<file path="src/hw/rtl/plc_pkg.sv">
// ---------------------------------------------------------------------------
// Positional character list: package
// Operation and status codes, cell commands and the beat types.
// ---------------------------------------------------------------------------
package plc_pkg;

  // Default number of entries in the list.
  localparam int unsigned DefCapacity = 16;

  // Request operation codes.
  typedef enum logic [2:0] {
    OP_APPEND = 3'd0,
    OP_INSERT = 3'd1,
    OP_DELETE = 3'd2,
    OP_POP    = 3'd3,
    OP_READ   = 3'd4,
    OP_FIND   = 3'd5
  } op_e;

  // Result status codes.
  typedef enum logic [2:0] {
    ST_OK       = 3'd0,
    ST_RANGE    = 3'd1,
    ST_FULL     = 3'd2,
    ST_EMPTY    = 3'd3,
    ST_NOTFOUND = 3'd4
  } status_e;

  // Command broadcast to every cell of the chain.
  typedef enum logic [1:0] {
    ACT_HOLD   = 2'd0,
    ACT_LOAD   = 2'd1,
    ACT_INSERT = 2'd2,
    ACT_REMOVE = 2'd3
  } act_e;

  typedef struct packed {
    act_e       act;
    logic [7:0] value;
  } plc_ctrl_t;

  // Request beat.
  typedef struct packed {
    op_e        op;
    logic [4:0] position;
    logic [7:0] value;
  } plc_req_t;

  // Result beat.
  typedef struct packed {
    status_e    status;
    logic [7:0] data;
    logic [4:0] found_position;
    logic [4:0] count;
  } plc_rsp_t;

endpackage

</file>
<file path="src/hw/rtl/positional_char_list.sv">
// ---------------------------------------------------------------------------
// Positional character list: top level
// Ordered list of byte entries with append, insert, delete, pop, read and find.
// ---------------------------------------------------------------------------
// Usage:
//   A request beat (req_i) is taken at a rising edge where start_i is high
//   and busy_o is low. busy_o stays low: a new request may follow every
//   cycle, so the block sustains one operation per clock.
//   Each request yields exactly one result beat on rsp_o, marked by done_o
//   for the single cycle right after the request edge.
//   The receiver cannot stall; the result is replaced by the next one.
//   Storage is a chain of CAPACITY cells; insert and delete move every
//   entry from the addressed position on one cell along the chain in the
//   same cycle, while reads and finds are answered from the cells' read
//   and match outputs. The find search and the read select span the whole
//   chain as a priority encoder and a select tree.
//   Reset empties the list at once; no clearing pass is needed because
//   only entries below the count are ever read.
// ---------------------------------------------------------------------------
module positional_char_list #(
  parameter int unsigned CAPACITY = plc_pkg::DefCapacity
) (
  input  logic               clk_i,
  input  logic               rst_ni,
  input  logic               start_i,
  output logic               busy_o,
  input  plc_pkg::plc_req_t  req_i,
  output logic               done_o,
  output plc_pkg::plc_rsp_t  rsp_o
);
  import plc_pkg::*;

  localparam int unsigned CntW = $clog2(CAPACITY + 1);
  localparam int unsigned IdxW = $clog2(CAPACITY);
  localparam int unsigned CmpW = (CntW > 5) ? CntW : 5;
  localparam logic [CntW-1:0] CapCnt = CntW'(CAPACITY);

  logic [CntW-1:0] cnt_q, cnt_d;
  logic            done_q;
  plc_rsp_t        rsp_q, rsp_d;

  plc_ctrl_t       ctrl;
  logic [IdxW-1:0] idx;
  logic            accept;

  logic [7:0]      entry_w [CAPACITY];
  logic [7:0]      rd_w    [CAPACITY];
  logic [CAPACITY-1:0] match_w;

  logic [7:0]      rd_data;
  logic            any_match;
  logic [IdxW-1:0] first_idx;

  logic [4:0]      pos_eff;
  logic [CmpW-1:0] k_wide;
  logic [IdxW-1:0] k_idx;
  logic            empty, full, in_range;

  assign accept = start_i && !busy_o;
  assign busy_o = 1'b0;

  // Chain of cells, each handing its entry to both neighbors.
  for (genvar g = 0; g < CAPACITY; g++) begin : g_cell
    logic [7:0] left_w, right_w;
    if (g == 0) begin : g_first
      assign left_w = entry_w[g];
    end else begin : g_mid_l
      assign left_w = entry_w[g-1];
    end
    if (g == CAPACITY - 1) begin : g_last
      assign right_w = entry_w[g];
    end else begin : g_mid_r
      assign right_w = entry_w[g+1];
    end
    plc_cell #(
      .IdxW  (IdxW),
      .CntW  (CntW),
      .Index (g)
    ) u_cell (
      .clk_i   (clk_i),
      .ctrl_i  (ctrl),
      .idx_i   (idx),
      .cnt_i   (cnt_q),
      .left_i  (left_w),
      .right_i (right_w),
      .entry_o (entry_w[g]),
      .rd_o    (rd_w[g]),
      .match_o (match_w[g])
    );
  end

  // Read select: only the addressed cell drives a nonzero byte.
  always_comb begin
    rd_data = 8'd0;
    for (int i = 0; i < CAPACITY; i++) begin
      rd_data = rd_data | rd_w[i];
    end
  end

  // First matching cell for find.
  always_comb begin
    first_idx = '0;
    for (int i = CAPACITY - 1; i >= 0; i--) begin
      if (match_w[i]) first_idx = IdxW'(i);
    end
  end
  assign any_match = |match_w;

  // Position decode; position zero is read as position one.
  assign pos_eff  = (req_i.position == 5'd0) ? 5'd1 : req_i.position;
  assign k_wide   = CmpW'(pos_eff) - CmpW'(1);
  assign k_idx    = k_wide[IdxW-1:0];
  assign empty    = (cnt_q == '0);
  assign full     = (cnt_q == CapCnt);
  assign in_range = (CmpW'(pos_eff) <= CmpW'(cnt_q));

  // Operation decode: cell command, new count and the result beat.
  always_comb begin
    logic [CmpW-1:0] fpos;
    logic [CmpW-1:0] cnt_wide;
    ctrl.act   = ACT_HOLD;
    ctrl.value = req_i.value;
    idx        = k_idx;
    cnt_d      = cnt_q;
    rsp_d.status         = ST_OK;
    rsp_d.data           = 8'd0;
    rsp_d.found_position = 5'd0;
    fpos = CmpW'(first_idx) + CmpW'(1);
    case (req_i.op)
      OP_APPEND: begin
        idx = cnt_q[IdxW-1:0];
        if (full) begin
          rsp_d.status = ST_FULL;
        end else begin
          ctrl.act = ACT_LOAD;
          cnt_d    = cnt_q + CntW'(1);
        end
      end
      OP_INSERT: begin
        if (empty) begin
          idx      = '0;
          ctrl.act = ACT_INSERT;
          cnt_d    = CntW'(1);
        end else if (!in_range) begin
          rsp_d.status = ST_RANGE;
        end else if (full) begin
          rsp_d.status = ST_FULL;
        end else begin
          ctrl.act = ACT_INSERT;
          cnt_d    = cnt_q + CntW'(1);
        end
      end
      OP_DELETE: begin
        if (empty) begin
          rsp_d.status = ST_EMPTY;
        end else if (!in_range) begin
          rsp_d.status = ST_RANGE;
        end else begin
          rsp_d.data = rd_data;
          ctrl.act   = ACT_REMOVE;
          cnt_d      = cnt_q - CntW'(1);
        end
      end
      OP_POP: begin
        idx = '0;
        if (empty) begin
          rsp_d.status = ST_EMPTY;
        end else begin
          rsp_d.data = rd_data;
          ctrl.act   = ACT_REMOVE;
          cnt_d      = cnt_q - CntW'(1);
        end
      end
      OP_READ: begin
        if (empty) begin
          rsp_d.status = ST_EMPTY;
        end else if (!in_range) begin
          rsp_d.status = ST_RANGE;
        end else begin
          rsp_d.data = rd_data;
        end
      end
      OP_FIND: begin
        if (empty) begin
          rsp_d.status = ST_EMPTY;
        end else if (any_match) begin
          rsp_d.found_position = fpos[4:0];
        end else begin
          rsp_d.status = ST_NOTFOUND;
        end
      end
      default: begin
        ctrl.act = ACT_HOLD;
      end
    endcase
    if (!accept) begin
      ctrl.act = ACT_HOLD;
      cnt_d    = cnt_q;
    end
    cnt_wide    = CmpW'(cnt_d);
    rsp_d.count = cnt_wide[4:0];
  end

  // Count and result strobe.
  always_ff @(posedge clk_i or negedge rst_ni) begin
    if (!rst_ni) begin
      cnt_q  <= '0;
      done_q <= 1'b0;
    end else begin
      cnt_q  <= cnt_d;
      done_q <= accept;
    end
  end

  // Result beat register.
  always_ff @(posedge clk_i) begin
    if (accept) rsp_q <= rsp_d;
  end

  assign done_o = done_q;
  assign rsp_o  = rsp_q;

endmodule

</file>
<file path="src/hw/rtl/plc_cell.sv">
// ---------------------------------------------------------------------------
// Positional character list: storage cell
// Holds one entry, takes a new byte or a neighbor's byte on command, and
// reports its byte for reads and a match flag for searches.
// ---------------------------------------------------------------------------
module plc_cell #(
  parameter int unsigned IdxW  = 4,
  parameter int unsigned CntW  = 5,
  parameter int unsigned Index = 0
) (
  input  logic                clk_i,
  input  plc_pkg::plc_ctrl_t  ctrl_i,
  input  logic [IdxW-1:0]     idx_i,
  input  logic [CntW-1:0]     cnt_i,
  input  logic [7:0]          left_i,
  input  logic [7:0]          right_i,
  output logic [7:0]          entry_o,
  output logic [7:0]          rd_o,
  output logic                match_o
);
  import plc_pkg::*;

  localparam logic [IdxW-1:0] MyIdx = IdxW'(Index);
  localparam logic [CntW-1:0] MyCnt = CntW'(Index);

  logic [7:0] entry_q, entry_d;

  // Next entry: hold, load the new byte, or take a neighbor's byte.
  always_comb begin
    entry_d = entry_q;
    case (ctrl_i.act)
      ACT_HOLD: begin
        entry_d = entry_q;
      end
      ACT_LOAD: begin
        if (idx_i == MyIdx) entry_d = ctrl_i.value;
      end
      ACT_INSERT: begin
        if (idx_i == MyIdx) begin
          entry_d = ctrl_i.value;
        end else if (MyIdx > idx_i) begin
          entry_d = left_i;
        end
      end
      ACT_REMOVE: begin
        if (MyIdx >= idx_i) entry_d = right_i;
      end
      default: begin
        entry_d = entry_q;
      end
    endcase
  end

  // Entry storage needs no reset: entries beyond the count are never read.
  always_ff @(posedge clk_i) begin
    entry_q <= entry_d;
  end

  assign entry_o = entry_q;
  assign rd_o    = (idx_i == MyIdx) ? entry_q : 8'd0;
  assign match_o = (MyCnt < cnt_i) && (entry_q == ctrl_i.value);

endmodule

</file>
<file path="config.mk">
export PLATFORM = sky130hd
export DESIGN_NAME = positional_char_list
export DESIGN_NICKNAME = d
export VERILOG_FILES = /design/src/hw/rtl/plc_pkg.sv /design/src/hw/rtl/positional_char_list.sv /design/src/hw/rtl/plc_cell.sv
export SDC_FILE = /design/constraint.sdc
export NUM_CORES = 1
export LEC_CHECK = 0
export BUFFER_PORTS_ARGS = -buffer_cell sky130_fd_sc_hd__clkbuf_2
export CAP_MARGIN = 0
export CORE_MARGIN = 2
export CORE_UTILIZATION = 30
export CTS_CLUSTER_DIAMETER = 120
export CTS_CLUSTER_SIZE = 8
export DETAILED_ROUTE_END_ITERATION = 7
export GPL_TIMING_DRIVEN = 0
export HOLD_SLACK_MARGIN = 0.05
export SLEW_MARGIN = 25
export SYNTH_ARGS = -nofsm -noshare
export SYNTH_HDL_FRONTEND = slang
export SYNTH_SLANG_ARGS = --single-unit
export TNS_END_PERCENT = 100
</file>
<file path="constraint.sdc">
create_clock -name clk_i -period 6.4 [get_ports clk_i]
set_input_delay 0.64 -clock clk_i [delete_from_list [all_inputs] [get_ports clk_i]]
set_output_delay 0.64 -clock clk_i [all_outputs]
set_load 0.02 [all_outputs]
</file>
==> implementation parameters <==
Parameter                              Value

Final layout
  Synth-to-layout area growth ... 12.8%
  Commonest non-fill, non-tap cell in the layout ... sky130_fd_sc_hd__edfxtp_1
  Number of fill cells in the layout ... 3881
  Fraction of layout cells with a size suffix above 1 ... 22.6%
  Commonest cells after routing, fill and taps aside ... sky130_fd_sc_hd__edfxtp_1 (149), sky130_fd_sc_hd__mux2_2 (120), sky130_fd_sc_hd__a221o_1 (113)
  Fin area ... 0.0131 mm²
  Filler-free cell count of the finished design ... 1665
  Final-stage net count ... 1166

Placed design
  Dpl cells ... 1631
  Count of buffers inserted at the top-level ports ... 30
  Post-detailed-placement half-perimeter wirelength ... 40.8 mm
  Area post-placement ... 0.0125 mm²
  Weighted congestion at the end of routability-driven global placement ... 1.02

Clock network
  Clock-pin transition on the worst setup and hold timing paths ... 0.06 ns
  Number of sinks driven by the clock tree ... 155
  Number of levels in the clock H-tree ... 4
  Number of clock buffers inserted by TritonCTS ... 17
  Clock latency reported for the late side of the worst-skew pair ... 0.46 ns
  Worst-case clock buffer depth ... 2
  TritonCTS clock tree ... yes
  Library cell used as clock root buffer ... sky130_fd_sc_hd__clkbuf_16

Hold path
  Hold Crit Class ... in -> async

Power and ir drop
  Pwr Density ... 288 mW/mm²
  Portion of total power attributed to the clock network ... 27.4%
  Largest vdd supply drop ... 0.165 mV
  Net load switching power ... 1480 µW
  Logic pwr share ... 34.2%
  Static Leakage ... 0.00434 µW
  Share of total power consumed by net switching ... 39.2%
  Internal Pwr Total ... 2300 µW
  Share of total power in sequential cells ... 38.4%

Routing
  Total wire length after detailed routing ... 54.3 mm
  Final routed wire length divided by cell count ... 32.6 µm
  Count of routing violations after the opening detailed-route iteration ... 1930
  Antenna viol nets, final ... 0
  DRC violation count after routing ... 0
  Vias post-DR ... 10600
  1st-pass router iterations ... 8
  Vias per cell ... 6.39

Die
  Core footprint ... 0.0385 mm²
  Total die area ... 0.0404 mm²
  Die X-Extent ... 201 µm
  Vertical die dimension ... 201 µm
  Starting utilization of the core area ... 30.3%
  Placement Rows ... 72
  Top-Level Pins ... 42

Critical path
  Data arrival time of the critical path ... 6.52 ns
  Kind of cell adding the most delay to the critical path ... buffers and inverters
  Top fanout value on the critical path ... 10
  Buf/Inv on CP ... 6
  CP max-delay cell ... sky130_fd_sc_hd__and2_0
  Kind of start point of the critical path ... flop
  Critical path's largest stage delay ... 0.73 ns
  Worst flop-to-flop path endpoint ... g_cell[10].u_cell.entry_o[5]
  Endpoint required time on the critical path ... 6.70 ns
  Cells along the critical path ... clkbuf_1 -> inv_1 -> ha_1 -> nor2b_1 -> o21a_1 -> o21a_1 -> o21a_1 -> o211ai_1 -> nand3_1 -> a21oi_1 -> inv_1 -> ha_1 -> clkbuf_1 -> nor2_1 -> clkbuf_1 -> and2_0 -> clkbuf_2 -> a221o_1
  Element type at the critical path end ... flop
  Worst reg-to-reg setup slack ... 0.18 ns
  Setup Crit Path Kind ... reg -> reg
  R2r worst-path depth ... 18
  Origin of the critical flop-to-flop path ... cnt_q[1]

Yosys
  Share of synthesized area occupied by flip-flops and latches ... 39.7%
  Number of distinct library cell variants in the gate-level netlist after synthesis ... 75
  Avg Cell Area, Syn ... 10.8 µm²
  Warnings from Yosys ... 0
  Post-Syn Nets ... 1112
  Combined area of all synthesized cells ... 0.0116 mm²
  Top flip-flop cell by instance count after synthesis ... sky130_fd_sc_hd__edfxtp_1
  Number of flops mapped to enable cells by yosys ... 149
  Proportion of register bits with asynchronous set or reset after synthesis ... 3.87%
  Gate Count Post-Synth ... 1079
  Number of flip-flops and latches in the synthesized netlist ... 155

STA
  Highest Clock Rate ... 0.161 GHz
  Worst slew margin ... 23.0%
  Fin crit share ... 97.2%
  Post-route clock skew ... 0.0194 ns
  Transition time at the pin with the least slew margin ... 1.15 ns
  Final Hold Vio Count ... 0
  Setup repair after global routing missed its margin ... false
  Period minus WS final ... 6.22 ns
  Final number of max-transition violations ... 0
  Summed negative setup slack over all endpoints ... 0 ns
  Final number of setup-violating endpoints ... 0

Global routing
  Number of antenna violations at the first check in global routing ... 1
  Largest net degree at the start of global routing ... 25
  Wire length of the first global-routing pass ... 76.7 mm
  GRT overflow ... 0
  Via count of the first global-routing pass ... 10200
  Aggregate global-route resource usage ... 26.5%

Run status
  Run status ... complete, no violations

Flow run
  Max_cap viols ... 0
-- cell usage after synthesis (all sizes together) (11+ instances only) --
master  count  share of area [%]
o21ai      18               0.81
a21oi      30                1.4
nand4      22                1.2
buf        40                2.0
a221oi     15                1.3
nand3      22               0.95
a221o     113                9.7
clkbuf     67                2.2
nor3       28                1.9
mux2      120                 12
nand2      72                2.3
and2       11               0.59
xnor2      80                6.0
a31oi      16               0.86
xor2       52                3.9
edfxtp    149                 38
a22oi      15               0.97
nor2       46                1.5
ha         14                1.5
nor4       12               0.64
inv        12               0.39
-- stage by stage --
step	util [%]	setup slack, ns	total power [µW]	hold WS, ns
2_1_floorplan	-	1.74	2190	0.344
3_3_place_gp	32.3	-0.538	2690	0.474
3_5_place_dp	32.6	0.290	2700	0.480
4_1_cts	34.1	0.242	3720	0.565
5_1_grt	34.2	0.0558	3880	0.596
6_report	34.2	0.182	3780	0.576
-- worst max path at each step --
stage,startpoint,end,cells after the start
4_1_cts,cnt_q[1],g_cell[10].u_cell.entry_o[5],18
5_1_grt,cnt_q[1],g_cell[5].u_cell.entry_o[1],19
2_1_floorplan,req_i[11],g_cell[5].u_cell.entry_o[0],18
6_report,cnt_q[1],g_cell[10].u_cell.entry_o[5],18
3_3_place_gp,cnt_q[1],g_cell[7].u_cell.entry_o[1],17
3_5_place_dp,cnt_q[1],g_cell[3].u_cell.entry_o[5],18
-- worst register-to-register path: cells and delay by family (launching register included) --
family / cells / cell delay [ns]
AND/OR/NAND/NOR: 4 / 1.50
AO/OA/AOI/OAI: 6 / 1.60
buffers and inverters: 6 / 2.04
adder cells (fa/ha/maj): 2 / 0.56
flip-flops: 1 / 0.40
-- power groups by stage --
| stage | registers (µW) | clock network [µW] | logic (µW) |
|---|---|---|---|
| detailed placement | 1460 | 0 | 1240 |
| finish | 1450 | 1040 | 1290 |
| floorplan | 1410 | 0 | 786 |
| global placement | 1460 | 0 | 1230 |
| global route | 1460 | 1070 | 1350 |
| CTS | 1440 | 1040 | 1250 |
-- area by class of cell --
cell class / instances / area (µm²) / area share [%]
inverter: 13 / 48.8 / 0.371
sequential: 155 / 4620 / 35.2
buffer: 107 / 489 / 3.72
multi-input combinational: 804 / 6550 / 49.9
clock inverter: 13 / 145 / 1.10
tap: 518 / 648 / 4.93
clock buffer: 19 / 433 / 3.29
timing repair buffer: 35 / 198 / 1.50
antenna: 1 / 2.50 / 0.0190
-- kinds of logic after synthesis --
logic type | Yosys count | synth area share [%]
compound gates | 278 | 20.3
simple gates | 249 | 11.5
mux | 130 | 12.5
buf+inv | 120 | 4.61
fa+ha+maj | 14 | 1.50
other cells | 1 | 0.0322
flops | 155 | 39.7
xor+xnor | 132 | 9.93
-- state kept, by name, indices dropped and copies added, names as in the netlist --
name	count
g_cell.u_cell.entry_o	128
done_o	1
rsp_o	21
cnt_q	5
-- routing by layer --
metal	up-vias	global-route usage (%)	wire, µm
met1	5189	35.4	21700
met5	-	0	0
met2	909	38.8	22600
li1	4380	-	-
met4	0	13.3	3160
met3	163	7.95	6810
-- what timing repair did --
item                                    CTS  global route
endpoints found under the setup margin    0            11
endpoints found under the hold margin     6             0
resized for setup                         0             3
setup buffers                             0             0
hold buffers                              1             0
No activity file was read; power rests on OpenSTA's default activity.
